==> src/design/tcg_pkg.sv <==
// Shared types, codes and helper functions for the text console grid engine.
// No dependencies; the controller, datapath, top level and checker import this package.
`default_nettype none

package tcg_pkg;

  // Input operation codes
  localparam logic OP_PUT   = 1'b0;
  localparam logic OP_CLEAR = 1'b1;

  // Configuration register indexes
  localparam logic [1:0] REG_GRID_COLUMNS = 2'd0;
  localparam logic [1:0] REG_GRID_ROWS    = 2'd1;

  // Register reset values
  localparam logic [8:0] GRID_COLUMNS_RST = 9'd80;
  localparam logic [7:0] GRID_ROWS_RST    = 8'd25;

  // Character codes
  localparam logic [7:0] CH_BS        = 8'h08;
  localparam logic [7:0] CH_TAB       = 8'h09;
  localparam logic [7:0] CH_LF        = 8'h0A;
  localparam logic [7:0] CH_CR        = 8'h0D;
  localparam logic [7:0] CH_SPACE     = 8'h20;
  localparam logic [7:0] CH_PRINT_MIN = 8'd32;

  // Sent-item count at which the last result slot starts being overwritten
  localparam logic [2:0] SENT_CAP = 3'd7;

  typedef enum logic [1:0] {
    EV_WRITE  = 2'd0,
    EV_SCROLL = 2'd1,
    EV_CLEAR  = 2'd2,
    EV_MOVE   = 2'd3
  } ev_kind_t;

  typedef enum logic [2:0] {
    IC_DROP,
    IC_CLEAR,
    IC_CR,
    IC_LF,
    IC_BS,
    IC_TAB,
    IC_PRINT
  } in_class_t;

  typedef enum logic [3:0] {
    DP_NOP,
    DP_LATCH,
    DP_TABQ,
    DP_TABN,
    DP_PUT,
    DP_BS,
    DP_CR,
    DP_LF,
    DP_START_CLEAR,
    DP_START_COPY,
    DP_START_ZERO,
    DP_SWEEP,
    DP_EMIT_SCROLL,
    DP_EMIT_CLEAR,
    DP_FLUSH
  } dp_op_t;

  typedef enum logic [4:0] {
    S_INIT,
    S_IDLE,
    S_CLR_START,
    S_CLR,
    S_CLR_EMIT,
    S_CR,
    S_LF,
    S_BS,
    S_TABQ,
    S_TABN,
    S_PUT,
    S_SCR_START,
    S_COPY,
    S_DRAIN,
    S_ZERO,
    S_SCR_EMIT,
    S_FLUSH
  } ctrl_state_t;

  typedef struct packed {
    dp_op_t op;
  } dp_cmd_t;

  typedef struct packed {
    in_class_t in_class;
    logic      sweep_last;
    logic      row_end;
    logic      col_end;
    logic      put_last;
    logic      tab_empty;
    logic      ch_is_lf;
    logic      rows_one;
    logic      out_free;
  } dp_stat_t;

  typedef struct packed {
    ev_kind_t   kind;
    logic [7:0] cell_col;
    logic [6:0] cell_row;
    logic [7:0] cell_char;
    logic [7:0] cur_col;
    logic [6:0] cur_row;
    logic       last;
  } out_item_t;

  // Zero acts as one, anything above the maximum acts as the maximum
  function automatic logic [8:0] clamp_cols(logic [8:0] raw, logic [8:0] mx);
    return (raw == 9'd0) ? 9'd1 : ((raw > mx) ? mx : raw);
  endfunction

  function automatic logic [7:0] clamp_rows(logic [7:0] raw, logic [7:0] mx);
    return (raw == 8'd0) ? 8'd1 : ((raw > mx) ? mx : raw);
  endfunction

endpackage

`default_nettype wire

==> src/design/tcg_if.sv <==
// Channel interfaces of the text console grid engine: input, result and
// configuration write. No package dependency.
`default_nettype none

interface tcg_in_if;
  logic       valid;
  logic       ready;
  logic       operation;
  logic [7:0] char_code;
  modport source (output valid, operation, char_code, input ready);
  modport sink   (input valid, operation, char_code, output ready);
endinterface

interface tcg_out_if;
  logic       valid;
  logic       ready;
  logic [1:0] event_kind;
  logic [7:0] cell_col;
  logic [6:0] cell_row;
  logic [7:0] cell_char;
  logic [7:0] cursor_col;
  logic [6:0] cursor_row;
  logic       last;
  modport source (output valid, event_kind, cell_col, cell_row, cell_char,
                  cursor_col, cursor_row, last, input ready);
  modport sink   (input valid, event_kind, cell_col, cell_row, cell_char,
                  cursor_col, cursor_row, last, output ready);
endinterface

interface tcg_cfg_if;
  logic       valid;
  logic       ready;
  logic [1:0] index;
  logic [8:0] data;
  modport source (output valid, index, data, input ready);
  modport sink   (input valid, index, data, output ready);
endinterface

`default_nettype wire

==> src/design/tcg_ctrl.sv <==
// Controller state machine: sequences each transaction into datapath commands.
// Depends on tcg_pkg.
`default_nettype none

module tcg_ctrl
  import tcg_pkg::*;
(
  input  wire logic clk,
  input  wire logic rst_n,
  input  wire logic in_valid,
  output logic      in_ready,
  input  dp_stat_t  stat,
  output dp_cmd_t   cmd
);

  ctrl_state_t state_r, state_nxt;

  // State register
  always_ff @(posedge clk) begin
    if (!rst_n) begin
      state_r <= S_INIT;
    end else begin
      state_r <= state_nxt;
    end
  end

  // Next state and commands
  always_comb begin
    state_nxt = state_r;
    cmd.op    = DP_NOP;
    in_ready  = 1'b0;
    unique case (state_r)
      S_INIT: begin
        cmd.op = DP_SWEEP;
        if (stat.sweep_last) state_nxt = S_IDLE;
      end
      S_IDLE: begin
        in_ready = 1'b1;
        if (in_valid) begin
          cmd.op = DP_LATCH;
          unique case (stat.in_class)
            IC_CLEAR: state_nxt = S_CLR_START;
            IC_CR:    state_nxt = S_CR;
            IC_LF:    state_nxt = S_LF;
            IC_BS:    state_nxt = S_BS;
            IC_TAB:   state_nxt = S_TABQ;
            IC_PRINT: state_nxt = S_PUT;
            default:  state_nxt = S_IDLE;
          endcase
        end
      end
      S_CLR_START: begin
        cmd.op    = DP_START_CLEAR;
        state_nxt = S_CLR;
      end
      S_CLR: begin
        cmd.op = DP_SWEEP;
        if (stat.sweep_last) state_nxt = S_CLR_EMIT;
      end
      S_CLR_EMIT: begin
        if (stat.out_free) begin
          cmd.op    = DP_EMIT_CLEAR;
          state_nxt = S_FLUSH;
        end
      end
      S_CR: begin
        if (stat.out_free) begin
          cmd.op    = DP_CR;
          state_nxt = S_FLUSH;
        end
      end
      S_LF: begin
        if (stat.out_free) begin
          cmd.op    = DP_LF;
          state_nxt = stat.row_end ? S_SCR_START : S_FLUSH;
        end
      end
      S_BS: begin
        if (stat.out_free) begin
          cmd.op    = DP_BS;
          state_nxt = S_FLUSH;
        end
      end
      S_TABQ: begin
        cmd.op    = DP_TABQ;
        state_nxt = S_TABN;
      end
      S_TABN: begin
        cmd.op    = DP_TABN;
        state_nxt = S_PUT;
      end
      S_PUT: begin
        if (stat.out_free) begin
          cmd.op = DP_PUT;
          priority if (stat.col_end && stat.row_end) state_nxt = S_SCR_START;
          else if (stat.put_last)                    state_nxt = S_FLUSH;
          else                                       state_nxt = S_PUT;
        end
      end
      S_SCR_START: begin
        if (stat.rows_one) begin
          cmd.op    = DP_START_ZERO;
          state_nxt = S_ZERO;
        end else begin
          cmd.op    = DP_START_COPY;
          state_nxt = S_COPY;
        end
      end
      S_COPY: begin
        cmd.op = DP_SWEEP;
        if (stat.sweep_last) state_nxt = S_DRAIN;
      end
      S_DRAIN: begin
        // last copied cell lands this cycle
        cmd.op    = DP_START_ZERO;
        state_nxt = S_ZERO;
      end
      S_ZERO: begin
        cmd.op = DP_SWEEP;
        if (stat.sweep_last) state_nxt = S_SCR_EMIT;
      end
      S_SCR_EMIT: begin
        if (stat.out_free) begin
          cmd.op = DP_EMIT_SCROLL;
          priority if (stat.ch_is_lf) state_nxt = S_FLUSH;
          else if (stat.tab_empty)    state_nxt = S_FLUSH;
          else                        state_nxt = S_PUT;
        end
      end
      S_FLUSH: begin
        if (stat.out_free) begin
          cmd.op    = DP_FLUSH;
          state_nxt = S_IDLE;
        end
      end
      default: state_nxt = S_INIT;
    endcase
  end

endmodule

`default_nettype wire

==> src/design/tcg_dp.sv <==
// Datapath: configuration, cursor, character grid memory, sweep counters and
// the pending and output result registers. Depends on tcg_pkg.
`default_nettype none

module tcg_dp
  import tcg_pkg::*;
#(
  parameter int MAX_COLUMNS = 256,
  parameter int MAX_ROWS    = 128,
  parameter int TAB_WIDTH   = 4
) (
  input  wire logic       clk,
  input  wire logic       rst_n,
  input  dp_cmd_t         cmd,
  output dp_stat_t        stat,
  input  wire logic       in_op,
  input  wire logic [7:0] in_char,
  input  wire logic       cfg_fire,
  input  wire logic [1:0] cfg_index,
  input  wire logic [8:0] cfg_data,
  output out_item_t       out_item,
  output logic            out_valid,
  input  wire logic       out_ready
);

  localparam int DEPTH = MAX_ROWS * MAX_COLUMNS;
  localparam int AW    = (DEPTH > 1) ? $clog2(DEPTH) : 1;
  localparam int TLW   = $clog2(TAB_WIDTH + 1);
  localparam int RECIP = (65536 + TAB_WIDTH - 1) / TAB_WIDTH;
  localparam logic [8:0] MAXC = 9'(MAX_COLUMNS);
  localparam logic [7:0] MAXR = 8'(MAX_ROWS);

  function automatic logic [AW-1:0] addr_of(logic [8:0] c, logic [7:0] r);
    logic [15:0] lin;
    lin = 16'(r) * 16'(MAX_COLUMNS) + 16'(c);
    return lin[AW-1:0];
  endfunction

  logic [7:0]  grid_mem [DEPTH];

  logic [8:0]  cols_raw_r;
  logic [7:0]  rows_raw_r;
  logic [7:0]  cur_col_r, col_nxt;
  logic [6:0]  cur_row_r, row_nxt;
  logic        op_r;
  logic [7:0]  ch_r;
  logic [7:0]  q_r;
  logic [TLW-1:0] tab_left_r;
  logic [8:0]  sc_col_r, lim_col_r;
  logic [7:0]  sc_row_r, lim_row_r;
  logic        sw_copy_r;
  logic        cpy_v_r;
  logic [AW-1:0] cpy_addr_r;
  logic [7:0]  rd_r;
  out_item_t   pend_r, out_r, emit_item, load_item;
  logic        pend_v_r, out_v_r;
  logic [2:0]  sent_r;
  in_class_t   in_cls;

  logic [8:0]  cols_u, cfg_cols, cfg_cu;
  logic [7:0]  rows_u, cfg_rows, cfg_ru;
  logic        col_end, row_end, sweep_col_end, sweep_last, emit;
  logic [7:0]  put_char, bs_col;
  logic [6:0]  bs_row, adv_row;
  logic        we;
  logic [AW-1:0] wa;
  logic [7:0]  wd;
  logic [24:0] tab_prod;
  logic [11:0] tab_rem;
  logic        load_out;

  assign cols_u   = clamp_cols(cols_raw_r, MAXC);
  assign rows_u   = clamp_rows(rows_raw_r, MAXR);
  assign col_end  = ({1'b0, cur_col_r} + 9'd1) >= cols_u;
  assign row_end  = ({1'b0, cur_row_r} + 8'd1) >= rows_u;
  assign adv_row  = row_end ? 7'(rows_u - 8'd1) : cur_row_r + 7'd1;
  assign put_char = (ch_r == CH_TAB) ? CH_SPACE : ch_r;
  assign sweep_col_end = (sc_col_r + 9'd1) >= lim_col_r;
  assign sweep_last    = sweep_col_end && ((sc_row_r + 8'd1) >= lim_row_r);
  assign tab_prod = 25'(cur_col_r) * 25'(RECIP);
  assign tab_rem  = 12'(cur_col_r) - 12'(q_r) * 12'(TAB_WIDTH);

  // Clamped sizes as they stand after a configuration write
  assign cfg_cols = (cfg_index == REG_GRID_COLUMNS) ? cfg_data : cols_raw_r;
  assign cfg_rows = (cfg_index == REG_GRID_ROWS) ? cfg_data[7:0] : rows_raw_r;
  assign cfg_cu   = clamp_cols(cfg_cols, MAXC);
  assign cfg_ru   = clamp_rows(cfg_rows, MAXR);

  // Backspace target cell
  always_comb begin
    bs_col = cur_col_r;
    bs_row = cur_row_r;
    priority if (cur_col_r != 8'd0) begin
      bs_col = cur_col_r - 8'd1;
    end else if (cur_row_r != 7'd0) begin
      bs_row = cur_row_r - 7'd1;
      bs_col = 8'(cols_u - 9'd1);
    end else begin
      bs_col = 8'd0;
    end
  end

  // Cursor update, result item and grid write for the current command
  always_comb begin
    col_nxt   = cur_col_r;
    row_nxt   = cur_row_r;
    emit      = 1'b0;
    emit_item = '0;
    we        = 1'b0;
    wa        = addr_of(sc_col_r, sc_row_r);
    wd        = 8'd0;
    unique case (cmd.op)
      DP_START_CLEAR: begin
        col_nxt = 8'd0;
        row_nxt = 7'd0;
      end
      DP_CR: begin
        col_nxt        = 8'd0;
        emit           = 1'b1;
        emit_item.kind = EV_MOVE;
      end
      DP_LF: begin
        col_nxt        = 8'd0;
        row_nxt        = adv_row;
        emit           = !row_end;
        emit_item.kind = EV_MOVE;
      end
      DP_BS: begin
        col_nxt             = bs_col;
        row_nxt             = bs_row;
        emit                = 1'b1;
        emit_item.kind      = EV_WRITE;
        emit_item.cell_col  = bs_col;
        emit_item.cell_row  = bs_row;
        we = 1'b1;
        wa = addr_of({1'b0, bs_col}, {1'b0, bs_row});
      end
      DP_PUT: begin
        if (col_end) begin
          col_nxt = 8'd0;
          row_nxt = adv_row;
        end else begin
          col_nxt = cur_col_r + 8'd1;
        end
        emit                = 1'b1;
        emit_item.kind      = EV_WRITE;
        emit_item.cell_col  = cur_col_r;
        emit_item.cell_row  = cur_row_r;
        emit_item.cell_char = put_char;
        we = 1'b1;
        wa = addr_of({1'b0, cur_col_r}, {1'b0, cur_row_r});
        wd = put_char;
      end
      DP_SWEEP: begin
        we = !sw_copy_r;
      end
      DP_EMIT_SCROLL: begin
        emit           = 1'b1;
        emit_item.kind = EV_SCROLL;
      end
      DP_EMIT_CLEAR: begin
        emit           = 1'b1;
        emit_item.kind = EV_CLEAR;
      end
      default: begin
      end
    endcase
    // a configuration write saturates the cursor to the new grid size
    if (cfg_fire) begin
      if ((cfg_index == REG_GRID_COLUMNS) || (cfg_index == REG_GRID_ROWS)) begin
        if ({1'b0, cur_col_r} >= cfg_cu) col_nxt = 8'(cfg_cu - 9'd1);
        if ({1'b0, cur_row_r} >= cfg_ru) row_nxt = 7'(cfg_ru - 8'd1);
      end
    end
    emit_item.cur_col = col_nxt;
    emit_item.cur_row = row_nxt;
    // a pending copy takes the write port
    if (cpy_v_r) begin
      we = 1'b1;
      wa = cpy_addr_r;
      wd = rd_r;
    end
  end

  // Grid memory: one write, one registered read
  always_ff @(posedge clk) begin
    if (we) grid_mem[wa] <= wd;
    rd_r <= grid_mem[addr_of(sc_col_r, sc_row_r)];
  end

  // Configuration and cursor
  always_ff @(posedge clk) begin
    if (!rst_n) begin
      cols_raw_r <= GRID_COLUMNS_RST;
      rows_raw_r <= GRID_ROWS_RST;
      cur_col_r  <= 8'd0;
      cur_row_r  <= 7'd0;
    end else begin
      if (cfg_fire && (cfg_index == REG_GRID_COLUMNS)) cols_raw_r <= cfg_data;
      if (cfg_fire && (cfg_index == REG_GRID_ROWS))    rows_raw_r <= cfg_data[7:0];
      cur_col_r <= col_nxt;
      cur_row_r <= row_nxt;
    end
  end

  // Transaction payload and tab count
  always_ff @(posedge clk) begin
    if (cmd.op == DP_LATCH) begin
      op_r       <= in_op;
      ch_r       <= in_char;
      tab_left_r <= TLW'(1);
    end
    if (cmd.op == DP_TABQ) q_r <= tab_prod[23:16];
    if (cmd.op == DP_TABN) tab_left_r <= TLW'(12'(TAB_WIDTH) - tab_rem);
    if (cmd.op == DP_PUT)  tab_left_r <= tab_left_r - TLW'(1);
  end

  // Sweep counters: reset pass, clear, row copy and last-row zeroing
  always_ff @(posedge clk) begin
    if (!rst_n) begin
      sc_col_r  <= 9'd0;
      sc_row_r  <= 8'd0;
      lim_col_r <= MAXC;
      lim_row_r <= MAXR;
      sw_copy_r <= 1'b0;
      cpy_v_r   <= 1'b0;
    end else begin
      cpy_v_r <= (cmd.op == DP_SWEEP) && sw_copy_r;
      unique case (cmd.op)
        DP_START_CLEAR: begin
          sc_col_r  <= 9'd0;
          sc_row_r  <= 8'd0;
          lim_col_r <= cols_u;
          lim_row_r <= rows_u;
          sw_copy_r <= 1'b0;
        end
        DP_START_COPY: begin
          sc_col_r  <= 9'd0;
          sc_row_r  <= 8'd1;
          lim_col_r <= cols_u;
          lim_row_r <= rows_u;
          sw_copy_r <= 1'b1;
        end
        DP_START_ZERO: begin
          sc_col_r  <= 9'd0;
          sc_row_r  <= rows_u - 8'd1;
          lim_col_r <= cols_u;
          lim_row_r <= rows_u;
          sw_copy_r <= 1'b0;
        end
        DP_SWEEP: begin
          if (sweep_col_end) begin
            sc_col_r <= 9'd0;
            sc_row_r <= sc_row_r + 8'd1;
          end else begin
            sc_col_r <= sc_col_r + 9'd1;
          end
        end
        default: begin
        end
      endcase
    end
  end

  always_ff @(posedge clk) begin
    cpy_addr_r <= addr_of(sc_col_r, sc_row_r - 8'd1);
  end

  // Hold one result back so the final one can carry last
  assign load_out = (emit && pend_v_r && (sent_r != SENT_CAP)) || (cmd.op == DP_FLUSH);

  always_ff @(posedge clk) begin
    if (!rst_n) begin
      pend_v_r <= 1'b0;
      out_v_r  <= 1'b0;
      sent_r   <= 3'd0;
    end else begin
      if (load_out) out_v_r <= 1'b1;
      else if (out_ready) out_v_r <= 1'b0;
      if (cmd.op == DP_FLUSH) begin
        pend_v_r <= 1'b0;
        sent_r   <= 3'd0;
      end else if (emit) begin
        pend_v_r <= 1'b1;
        if (load_out) sent_r <= sent_r + 3'd1;
      end
    end
  end

  // Mark the flushed item as the final one of its transaction
  always_comb begin
    load_item      = pend_r;
    load_item.last = (cmd.op == DP_FLUSH);
  end

  always_ff @(posedge clk) begin
    if (emit) pend_r <= emit_item;
    if (load_out) out_r <= load_item;
  end

  assign out_item  = out_r;
  assign out_valid = out_v_r;

  // Input decode and status
  always_comb begin
    priority if (in_op == OP_CLEAR)   in_cls = IC_CLEAR;
    else if (in_char == CH_CR)        in_cls = IC_CR;
    else if (in_char == CH_LF)        in_cls = IC_LF;
    else if (in_char == CH_BS)        in_cls = IC_BS;
    else if (in_char == CH_TAB)       in_cls = IC_TAB;
    else if (in_char >= CH_PRINT_MIN) in_cls = IC_PRINT;
    else                              in_cls = IC_DROP;
  end

  assign stat.in_class   = in_cls;
  assign stat.sweep_last = sweep_last;
  assign stat.row_end    = row_end;
  assign stat.col_end    = col_end;
  assign stat.put_last   = (tab_left_r == TLW'(1));
  assign stat.tab_empty  = (tab_left_r == '0);
  assign stat.ch_is_lf   = (op_r == OP_PUT) && (ch_r == CH_LF);
  assign stat.rows_one   = (rows_u == 8'd1);
  assign stat.out_free   = !out_v_r || out_ready;

endmodule

`default_nettype wire

==> src/design/text_console_grid_engine.sv <==
// One transaction is in work at a time; a tab writes spaces up to the next tab
// stop. A scroll copies the in-use rows up (row copy, one cell a cycle) and zeroes
// the last row; a clear sweeps the in-use area. After reset a clearing pass over
// MAX_ROWS * MAX_COLUMNS cells holds in_ch.ready low; configuration is taken always.
`default_nettype none

module text_console_grid_engine
  import tcg_pkg::*;
#(
  parameter int MAX_COLUMNS = 256,
  parameter int MAX_ROWS    = 128,
  parameter int TAB_WIDTH   = 4
) (
  input wire logic  clk,
  input wire logic  rst_n,
  tcg_in_if.sink    in_ch,
  tcg_out_if.source out_ch,
  tcg_cfg_if.sink   cfg_ch
);

  dp_cmd_t   cmd;
  dp_stat_t  stat;
  out_item_t out_item;
  logic      in_ready;
  logic      out_valid;

  assign cfg_ch.ready = 1'b1;
  assign in_ch.ready  = in_ready;

  tcg_ctrl u_ctrl (
    .clk      (clk),
    .rst_n    (rst_n),
    .in_valid (in_ch.valid),
    .in_ready (in_ready),
    .stat     (stat),
    .cmd      (cmd)
  );

  tcg_dp #(
    .MAX_COLUMNS (MAX_COLUMNS),
    .MAX_ROWS    (MAX_ROWS),
    .TAB_WIDTH   (TAB_WIDTH)
  ) u_dp (
    .clk       (clk),
    .rst_n     (rst_n),
    .cmd       (cmd),
    .stat      (stat),
    .in_op     (in_ch.operation),
    .in_char   (in_ch.char_code),
    .cfg_fire  (cfg_ch.valid),
    .cfg_index (cfg_ch.index),
    .cfg_data  (cfg_ch.data),
    .out_item  (out_item),
    .out_valid (out_valid),
    .out_ready (out_ch.ready)
  );

  // Drive result channel
  assign out_ch.valid      = out_valid;
  assign out_ch.event_kind = out_item.kind;
  assign out_ch.cell_col   = out_item.cell_col;
  assign out_ch.cell_row   = out_item.cell_row;
  assign out_ch.cell_char  = out_item.cell_char;
  assign out_ch.cursor_col = out_item.cur_col;
  assign out_ch.cursor_row = out_item.cur_row;
  assign out_ch.last       = out_item.last;

endmodule

`default_nettype wire

==> src/flat_wrapper.sv <==
// flat-port wrapper written by rule: the top's interface ports become plain ports
module text_console_grid_engine_flat import tcg_pkg::*;
#(
  parameter int MAX_COLUMNS = 256,
  parameter int MAX_ROWS    = 128,
  parameter int TAB_WIDTH   = 4
)
  (clk, rst_n, in_ch_valid, in_ch_operation, in_ch_char_code, in_ch_ready, out_ch_valid, out_ch_event_kind, out_ch_cell_col, out_ch_cell_row, out_ch_cell_char, out_ch_cursor_col, out_ch_cursor_row, out_ch_last, out_ch_ready, cfg_ch_valid, cfg_ch_index, cfg_ch_data, cfg_ch_ready);
  tcg_in_if in_ch_i ();
  tcg_out_if out_ch_i ();
  tcg_cfg_if cfg_ch_i ();
  input wire logic clk;
  input wire logic rst_n;
  input wire logic [$bits(in_ch_i.valid)-1:0] in_ch_valid;
  input wire logic [$bits(in_ch_i.operation)-1:0] in_ch_operation;
  input wire logic [$bits(in_ch_i.char_code)-1:0] in_ch_char_code;
  output wire logic [$bits(in_ch_i.ready)-1:0] in_ch_ready;
  output wire logic [$bits(out_ch_i.valid)-1:0] out_ch_valid;
  output wire logic [$bits(out_ch_i.event_kind)-1:0] out_ch_event_kind;
  output wire logic [$bits(out_ch_i.cell_col)-1:0] out_ch_cell_col;
  output wire logic [$bits(out_ch_i.cell_row)-1:0] out_ch_cell_row;
  output wire logic [$bits(out_ch_i.cell_char)-1:0] out_ch_cell_char;
  output wire logic [$bits(out_ch_i.cursor_col)-1:0] out_ch_cursor_col;
  output wire logic [$bits(out_ch_i.cursor_row)-1:0] out_ch_cursor_row;
  output wire logic [$bits(out_ch_i.last)-1:0] out_ch_last;
  input wire logic [$bits(out_ch_i.ready)-1:0] out_ch_ready;
  input wire logic [$bits(cfg_ch_i.valid)-1:0] cfg_ch_valid;
  input wire logic [$bits(cfg_ch_i.index)-1:0] cfg_ch_index;
  input wire logic [$bits(cfg_ch_i.data)-1:0] cfg_ch_data;
  output wire logic [$bits(cfg_ch_i.ready)-1:0] cfg_ch_ready;
  assign in_ch_i.valid = in_ch_valid;
  assign in_ch_i.operation = in_ch_operation;
  assign in_ch_i.char_code = in_ch_char_code;
  assign in_ch_ready = in_ch_i.ready;
  assign out_ch_valid = out_ch_i.valid;
  assign out_ch_event_kind = out_ch_i.event_kind;
  assign out_ch_cell_col = out_ch_i.cell_col;
  assign out_ch_cell_row = out_ch_i.cell_row;
  assign out_ch_cell_char = out_ch_i.cell_char;
  assign out_ch_cursor_col = out_ch_i.cursor_col;
  assign out_ch_cursor_row = out_ch_i.cursor_row;
  assign out_ch_last = out_ch_i.last;
  assign out_ch_i.ready = out_ch_ready;
  assign cfg_ch_i.valid = cfg_ch_valid;
  assign cfg_ch_i.index = cfg_ch_index;
  assign cfg_ch_i.data = cfg_ch_data;
  assign cfg_ch_ready = cfg_ch_i.ready;
  text_console_grid_engine #(.MAX_COLUMNS(MAX_COLUMNS), .MAX_ROWS(MAX_ROWS), .TAB_WIDTH(TAB_WIDTH)) u_core (.clk(clk), .rst_n(rst_n), .in_ch(in_ch_i), .out_ch(out_ch_i), .cfg_ch(cfg_ch_i));
endmodule
==> config.mk <==
export PLATFORM = sky130hd
export DESIGN_NAME = text_console_grid_engine_flat
export DESIGN_NICKNAME = d
export VERILOG_FILES = /design/src/design/tcg_pkg.sv /design/src/design/tcg_if.sv /design/src/design/tcg_ctrl.sv /design/src/design/tcg_dp.sv /design/src/design/text_console_grid_engine.sv /design/src/flat_wrapper.sv
export SDC_FILE = /design/constraint.sdc
export NUM_CORES = 1
export LEC_CHECK = 0
export ABC_AREA = 1
export BUFFER_PORTS_ARGS = -buffer_cell sky130_fd_sc_hd__buf_2
export CORE_ASPECT_RATIO = 1.1
export CORE_UTILIZATION = 35
export DETAILED_ROUTE_END_ITERATION = 6
export GPL_TIMING_DRIVEN = 0
export SLEW_MARGIN = 20
export SYNTH_ARGS = -nofsm -noshare
export SYNTH_HDL_FRONTEND = slang
export SYNTH_SLANG_ARGS = --single-unit
==> constraint.sdc <==
create_clock -name clk -period 10.2 [get_ports clk]
set_clock_uncertainty 0.2 [all_clocks]
set_input_delay 2.04 -clock clk [delete_from_list [all_inputs] [get_ports clk]]
set_output_delay 2.04 -clock clk [all_outputs]
set_load 0.03 [all_outputs]
; ---- Word level (Yosys, flattened, before mapping)
; Index checks and enable logic that the tools add are counted.
; W data, S select, Z words.
[op_classes]
addsub = 16
muxes = 73
order_cmp = 11
shifts = 0
multipliers = 0
n_eq_ne = 57
bitwise_logic = 3
n_reduce_logical = 36
div_mod_pow = 0
[ops]
columns = operator, n
row1 = $mux W8, 12
row2 = $mux W5, 15
row3 = $pmux W5 S15, 1
row4 = $pmux W4 S14, 1
row5 = $mux W9, 6
row6 = $mux W7, 7
row7 = $eq A8 B4 Y1 const B, 6
row8 = $eq A5 B4 Y1 const B, 8
row9 = $mux W3, 13
row10 = $pmux W8 S4, 1
row11 = $sub A8 B1 Y8 const B, 4
row12 = $pmux W15 S2, 1
row13 = $eq A4 B4 Y1 const B, 7
row14 = $pmux W7 S4, 1
row15 = $pmux W4 S6, 1
row16 = $pmux W8 S3, 1
row17 = $eq A5 B3 Y1 const B, 4
row18 = $ge A9 B9 Y1, 2
row19 = $gt A9 B9 Y1 const B, 2
row20 = $logic_not A9 Y1, 2
row21 = $pmux W9 S2, 1
row22 = $add A8 B1 Y8 const B, 2
row23 = $eq A4 B3 Y1 const B, 4
row24 = $ge A8 B8 Y1, 2
row25 = 51 further kinds, 92
[totals]
memories = 0
wordCells = 226
latch_bits = 0
mem_bits_rw = 0
romBits = 0
reg_bits = 170
inputBits = 25

; ---- Depth between registers and ports, before layout
[depth]
ltp_word = 13
mapped_depth = 28

; ---- Hierarchy
; A second synthesis with hierarchy kept.
[hier_totals]
cells_unflattened = 1326
hier_area_um2 = 10328.7
[by_module_without_submodules]
columns = module, seq_area_each_um2, cells_each, n_inst, area_each_um2
row1 = tcg_dp, 4244.1, 1182, 1, 9539.1
row2 = tcg_ctrl, 100.1, 142, 1, 778.2
row3 = text_console_grid_engine, 0.0, 2, 1, 11.3

; ---- Worst setup path after synthesis
; OpenSTA, ideal clock, no wires.
[synth_timing]
path_type = input port to flip-flop
from = in out_ch_ready
to = reg u_core.u_dp.out_r, in the netlist u_core.u_dp.out_item[0], enable pin
path_buffers = 0
cell_stages = 6
t_arrival_ps = 5509
required_ps = 9591
slack_ps = 4082
path_cell_list = inv_1 nand2_1 nand2_1 o21ai_1 nand3b_1 o21ai_2
[synth_via]
elab_chain_cells = 9
word_cells_on_any_way = 21
classes_between = eq/ne (7) / mux (9) / reduce/logical (5)
[synth_rtl]
columns = element, line_no
row1 = from (decl), flat_wrapper.sv:26  ; input wire logic [$bits(out_ch_i.ready)-1:0] out_ch_ready;
row2 = $logic_or A1 B1 Y1 (*), tcg_dp.sv:323  ; assign stat.out_free = !out_v_r || out_ready;
row3 = "$mux W3, or another cell as far along", tcg_ctrl.sv:79  ; if (stat.out_free) begin
row4 = $pmux W4 S14 (*), tcg_ctrl.sv:32  ; unique case (state_r)
row5 = $eq A4 B3 Y1 or $eq A4 B4 Y1 (tied branches), tcg_dp.sv:112  ; unique case (cmd.op)
row6 = $reduce_or A5 Y1 (no source line), -
row7 = $pmux W1 S2, tcg_dp.sv:112
row8 = $logic_and A1 B1 Y1 (2 in series), tcg_dp.sv:270  ; assign load_out = (emit && pend_v_r && (sent_r != SENT_CAP)) || (cmd.op == DP_FLUSH);
row9 = $logic_or A1 B1 Y1 (*), tcg_dp.sv:270
row10 = net u_core.u_dp.load_out, tcg_dp.sv:70  ; logic load_out;
row11 = to (signal assigned), tcg_dp.sv:298  ; if (load_out) out_r <= load_item;
row12 = to (decl), tcg_dp.sv:55  ; out_item_t pend_r, out_r, emit_item, load_item;
; Mark *: on every way through the listed nets, which the timed path passes. The rest lies on a longest branch.
; A chain may end at the register's enable or synchronous reset.

; ---- Worst setup path after layout
[layout_timing]
from = in cfg_ch_index[0]
to = reg u_core.u_dp.pend_r, in the netlist u_core.u_dp.load_item[10] (data pin)
[layout_via]
elab_chain_cells = 9
word_cells_on_any_way = 13
classes_between = add/sub (1) / order compare (2) / eq/ne (1) / mux (6) / reduce/logical (3)
[layout_rtl]
columns = element, line_no
row1 = from (decl), flat_wrapper.sv:28  ; input wire logic [$bits(cfg_ch_i.index)-1:0] cfg_ch_index;
row2 = $logic_not A2 Y1, "tcg_dp.sv:84, tcg_dp.sv:170"
row3 = $mux W9, tcg_dp.sv:84  ; assign cfg_cols = (cfg_index == REG_GRID_COLUMNS) ? cfg_data : cols_raw_r;
row4 = $gt A9 B9 Y1, tcg_pkg.sv:113  ; return (raw == 9'd0) ? 9'd1 : ((raw > mx) ? mx : raw);
row5 = $mux W9 (2 in series), tcg_pkg.sv:113
row6 = $sub A8 B1 Y8 or $ge A8 B9 Y1 (tied branches), tcg_dp.sv:171  ; if ({1'b0, cur_col_r} >= cfg_cu) col_nxt = 8'(cfg_cu - 9'd1);
row7 = $mux W8, tcg_dp.sv:171
row8 = $mux W8 (*), tcg_dp.sv:170  ; if ((cfg_index == REG_GRID_COLUMNS) || (cfg_index == REG_GRID_ROWS)) begin
row9 = $mux W8 (*), tcg_dp.sv:169  ; if (cfg_fire) begin
row10 = net u_core.u_dp.col_nxt[2], tcg_dp.sv:43  ; logic [7:0] cur_col_r, col_nxt;
row11 = to (signal assigned), tcg_dp.sv:297  ; if (emit) pend_r <= emit_item;
row12 = to (decl), tcg_dp.sv:55
; Marked as above.

==> report_table.html <==
<table>
<tr><th>Metric</th><th>Value</th></tr>
<tr><th colspan="2">Placement</th></tr>
<tr><td>Buffers added on ports</td><td>67</td></tr>
<tr><td>Final weighted congestion in routability-driven placement</td><td>0.944</td></tr>
<tr><td>Post-DP HPWL</td><td>20,500 µm</td></tr>
<tr><td>Number of cells after detailed placement</td><td>1,767</td></tr>
<tr><th colspan="2">Synthesis</th></tr>
<tr><td>Distinct cell type count of the synthesized netlist</td><td>47</td></tr>
<tr><td>Most used flip-flop cell after synthesis</td><td>edfxtp_1</td></tr>
<tr><td>Most common cell in the synthesized netlist</td><td>nand2_1</td></tr>
<tr><td>Net count after synthesis</td><td>1,421</td></tr>
<tr><td>Share of the synthesized area in the top cell type</td><td>0.274</td></tr>
<tr><td>Most frequent cells after synthesis</td><td>299 x nand2_1, 188 x inv_1, 129 x nor2_1, 94 x edfxtp_1, 88 x o21ai_0</td></tr>
<tr><td>Netlist Area Pre-Place</td><td>10,300 µm²</td></tr>
<tr><td>Cell taking the most area after synthesis</td><td>edfxtp_1</td></tr>
<tr><td>Synthesized area per cell</td><td>7.75 µm²</td></tr>
<tr><td>Largest cells by area after synthesis</td><td>edfxtp_1 27%, dfxtp_1 15%, nand2_1 11%, ha_1 8.0%, inv_1 6.8%</td></tr>
<tr><td>Async set-or-reset flop fraction in the synthesized netlist</td><td>0</td></tr>
<tr><td>Proportion of synthesized chip area in sequential cells</td><td>0.421</td></tr>
<tr><td>Synthesized flop and latch total</td><td>170</td></tr>
<tr><td>Number of instances in the synthesized netlist</td><td>1,330</td></tr>
<tr><td>Synth warn</td><td>0</td></tr>
<tr><td>EDFF count, synth</td><td>94</td></tr>
<tr><th colspan="2">GRT</th></tr>
<tr><td>Number of antenna violations at the first check in global routing</td><td>0</td></tr>
<tr><td>Global routing usage summed across all routing layers</td><td>0.181</td></tr>
<tr><td>Total grt overflow</td><td>0</td></tr>
<tr><td>Via count of the first global-routing pass</td><td>8,517</td></tr>
<tr><td>Pin count of the biggest net entering global routing</td><td>27</td></tr>
<tr><td>First-pass GRT wire length</td><td>43,400 µm</td></tr>
<tr><th colspan="2">STA</th></tr>
<tr><td>Final setup violation count</td><td>0</td></tr>
<tr><td>Hold Fails Final Rpt</td><td>0</td></tr>
<tr><td>Final worst-path cycle share</td><td>0.481</td></tr>
<tr><td>Final TNS setup</td><td>0 ns</td></tr>
<tr><td>Worst-case hold slack</td><td>0.218 ns</td></tr>
<tr><td>Maximum clock frequency</td><td>0.204 GHz</td></tr>
<tr><td>Setup repair after global routing missed its margin</td><td>no</td></tr>
<tr><td>Max-slew violation total from the final report</td><td>0</td></tr>
<tr><td>Relative slew margins</td><td>0.346</td></tr>
<tr><td>Time the final worst path needs with I/O delays and setup</td><td>4.91 ns</td></tr>
<tr><td>Transition time of the tightest slew-check pin</td><td>0.981 ns</td></tr>
<tr><th colspan="2">Setup path</th></tr>
<tr><td>Worst Setup End Kind</td><td>flop</td></tr>
<tr><td>Bufs and invs on worst path</td><td>4</td></tr>
<tr><td>Type of the worst setup path</td><td>input pin to flop</td></tr>
<tr><td>Arrival @ worst endpoint</td><td>4.89 ns</td></tr>
<tr><td>Peak per-stage delay on the critical path</td><td>0.33 ns</td></tr>
<tr><td>WP data required</td><td>10.18 ns</td></tr>
<tr><td>Startpoint types</td><td>input pin</td></tr>
<tr><td>Critical path launch point</td><td>cfg_ch_index[0]</td></tr>
<tr><td>Crit path max-delay cell type</td><td>ha_1</td></tr>
<tr><td>Dominant delay contributor by cell family on the critical path</td><td>simple AND/OR/NAND/NOR gates</td></tr>
<tr><td>Most prevalent standard cell on the critical path</td><td>nand2_1</td></tr>
<tr><td>Worst reg2reg startpoint</td><td>u_core.u_dp.rows_raw_r[4]</td></tr>
<tr><td>Largest fanout on the critical path</td><td>10</td></tr>
<tr><td>Ordered list of cells on the worst path</td><td>buf_2 -&gt; nor2_4 -&gt; buf_4 -&gt; nand2_1 -&gt; o21ai_0 -&gt; nand2_1 -&gt; nor2_1 -&gt; nand2_1 -&gt; nand2_2 -&gt; buf_6 -&gt; nand2_2 -&gt; ha_1 -&gt; a21oi_1 -&gt; nor2_1 -&gt; a211oi_1 -&gt; nor2_1 -&gt; nor2_1 -&gt; nand3_2 -&gt; nand2_2 -&gt; inv_1 -&gt; nand2_1 -&gt; nand2_1</td></tr>
<tr><th colspan="2">Die</th></tr>
<tr><td>IO Count</td><td>69</td></tr>
<tr><td>Horizontal extent of the die</td><td>166 µm</td></tr>
<tr><td>Area of the core</td><td>28,800 µm²</td></tr>
<tr><td>Overall die area</td><td>30,100 µm²</td></tr>
<tr><td>Starting Density</td><td>0.358</td></tr>
<tr><td>Number of standard-cell rows in the floorplan</td><td>65</td></tr>
<tr><td>Height of the die</td><td>182 µm</td></tr>
<tr><th colspan="2">Route</th></tr>
<tr><td>WL final</td><td>26,300 µm</td></tr>
<tr><td>Via count</td><td>8,928</td></tr>
<tr><td>Detailed router's first-iteration violation count</td><td>624</td></tr>
<tr><td>Average detailed-routed wire length per instance</td><td>14.6 µm</td></tr>
<tr><td>Detailed Routing Iterations Pass 1</td><td>7</td></tr>
<tr><td>Vias per cell</td><td>4.96</td></tr>
<tr><td>Post-route DRC</td><td>16</td></tr>
<tr><td>Antenna Nets Post-Route</td><td>0</td></tr>
<tr><th colspan="2">Clock network</th></tr>
<tr><td>Root buffer cell</td><td>clkbuf_16</td></tr>
<tr><td>Number of buffers added by the clock tree synthesis step</td><td>17</td></tr>
<tr><td>Post-CTS setup buffer count</td><td>0</td></tr>
<tr><td>Clock slew seen by the registers of the worst setup and hold paths</td><td>0.07 ns</td></tr>
<tr><td>Maximum count of clock buffers along a single path</td><td>2</td></tr>
<tr><td>Number of clock sinks</td><td>170</td></tr>
<tr><td>Total of cells resized after clock tree synthesis</td><td>0</td></tr>
<tr><td>Worst-skew pair later-pin latency</td><td>0.45 ns</td></tr>
<tr><td>H-tree depth reported by CTS</td><td>4</td></tr>
<tr><td>TritonCTS clock tree</td><td>yes</td></tr>
<tr><td>Post-CTS Hold Fix Bufs</td><td>0</td></tr>
<tr><th colspan="2">Hold path</th></tr>
<tr><td>Worst hold-check path type</td><td>flop to flop</td></tr>
<tr><td>Min-delay src</td><td>u_core.u_dp.load_item[36]</td></tr>
<tr><th colspan="2">Finish</th></tr>
<tr><td>Proportion of layout cells with a drive suffix above 1</td><td>0.115</td></tr>
<tr><td>Ant. Diodes</td><td>0</td></tr>
<tr><td>Area delta synth-&gt;final</td><td>14.4%</td></tr>
<tr><td>Fillcell total</td><td>2,936</td></tr>
<tr><td># nets final</td><td>1,509</td></tr>
<tr><td>Fin cells</td><td>1,799</td></tr>
<tr><td>Core Util, Final</td><td>0.410</td></tr>
<tr><th colspan="2">Outcome</th></tr>
<tr><td>Violations in the final reports</td><td>DRC</td></tr>
<tr><td>Run status</td><td>finished, violations left</td></tr>
<tr><th colspan="2">Power</th></tr>
<tr><td>Static leakage power</td><td>0.00540 µW</td></tr>
<tr><td>Power per Cell Area</td><td>226 nW/µm²</td></tr>
<tr><td>Sequential power share</td><td>0.350</td></tr>
<tr><td>Switching portion of total power</td><td>0.402</td></tr>
<tr><td>Clock Power Share</td><td>0.257</td></tr>
<tr><td>Cell internal pwr</td><td>1590 µW</td></tr>
<tr><td>Peak supply drop</td><td>0.000126 V</td></tr>
<tr><td>NetSw</td><td>1070 µW</td></tr>
<tr><td>Combinational Power Share</td><td>0.392</td></tr>
<tr><th colspan="2">Flow run</th></tr>
<tr><td>Total of max-cap violations</td><td>0</td></tr>
</table>
## registers in the layout, summed over array words and instances, names as in the netlist, 3 cells and up
name	flops
u_core.u_dp.sc_col_r	9
u_core.u_dp.sent_r	3
u_core.u_dp.cols_raw_r	9
u_core.u_dp.sc_row_r	8
u_core.u_dp.cur_row_r	7
u_core.u_dp.lim_col_r	9
u_core.u_dp.load_item	40
u_core.u_dp.cur_col_r	8
u_core.u_dp.tab_left_r	3
u_core.u_ctrl.state_r	5
u_core.u_dp.lim_row_r	8
u_core.u_dp.out_item	41
u_core.u_dp.rows_raw_r	8
u_core.u_dp.ch_r	8
## placed cells by master, fill, tap and decap left out, drive strengths merged, types with 2 or more instances in the layout
cell type,Yosys,routed
nand2,311,311
inv,202,208
nor2,141,141
o21ai,111,111
edfxtp,94,94
nand3,83,83
a21oi,82,82
buf,10,79
dfxtp,76,76
ha,66,66
nand4,33,33
clkbuf,13,30
xor2,27,27
nor3,15,15
nand3b,11,11
o211ai,10,10
xnor2,7,7
a211oi,7,7
o21bai,5,5
o22ai,5,5
clkinv,1,4
nor4,3,3
o21a,3,3
o2111ai,3,3
bufinv,0,3
clkinvlp,0,3
a31oi,2,2
or2,2,2
## stage by stage
step	area [µm²]	power [µW]	setup WS (ns)
floorplan	10300	1710	4.08
global route	11800	2860	4.84
detailed placement	11200	1990	4.84
finish	11800	2670	5.29
global placement	11100	1960	2.47
CTS	11800	2690	5.30
## worst register-to-register path: stages, from the launching register on
cell	delay, ns
dfxtp_1	0.35
nor2_1	0.16
nand2_1	0.07
o21ai_1	0.35
inv_1	0.10
nor2_1	0.18
inv_1	0.12
ha_1	0.32
a21oi_1	0.14
o21ai_0	0.08
nand2_1	0.10
nand3_1	0.31
o21ai_4	0.65
nand3b_1	0.41
o21ai_4	0.36
buf_16	0.26
## logic make-up (layout without fill, tap and decap cells)
group | after synthesis | after routing | synth area share
simple gates | 601 | 601 | 0.257
compound gates | 232 | 232 | 0.125
buf+inv | 226 | 327 | 0.0874
flops | 170 | 170 | 0.421
fa+ha+maj | 66 | 66 | 0.0801
xor+xnor | 34 | 34 | 0.0289
other cells | 1 | 1 | 0.000364
## cell type report
cell class | count | area (µm²) | area share
Buffer | 23 | 138 | 0.0117
Clock buffer | 17 | 425 | 0.0361
Clock inverter | 15 | 186 | 0.0158
Inverter | 203 | 763 | 0.0647
Multi-Input combinational cell | 934 | 5080 | 0.431
Sequential cell | 170 | 4340 | 0.368
Tap cell | 368 | 460 | 0.0391
Timing Repair Buffer | 69 | 390 | 0.0331
## final timing paths
kind | cells past startpoint | to | slack (ns)
worst max-delay path | 22 | u_core.u_dp.load_item[10] | 5.29
worst min-delay path | 0 | u_core.u_dp.out_item[36] | 0.22
worst min register to register | 0 | u_core.u_dp.out_item[36] | 0.22
worst max register to register | 15 | u_core.u_dp.out_item[11] | 5.73
## power groups by stage
stage	Combinational (µW)	Sequential, µW	Clock [µW]
2_1_floorplan	728	979	0
3_3_place_gp	1000	957	0
3_5_place_dp	1040	950	0
4_1_cts	1050	935	699
5_1_grt	1190	948	726
6_report	1050	934	686
## per-layer routing
metal / part of all wire / vias up / global-route usage / routed length [µm]
li1: - / 4588 / - / -
met1: 0.46 / 4073 / 0.234 / 12100
met2: 0.47 / 220 / 0.306 / 12400
met3: 0.039 / 47 / 0.0259 / 1020
met4: 0.029 / 0 / 0.0718 / 751
met5: 0 / - / 0 / 0
Note: power is estimated with default switching activity, not from simulation.
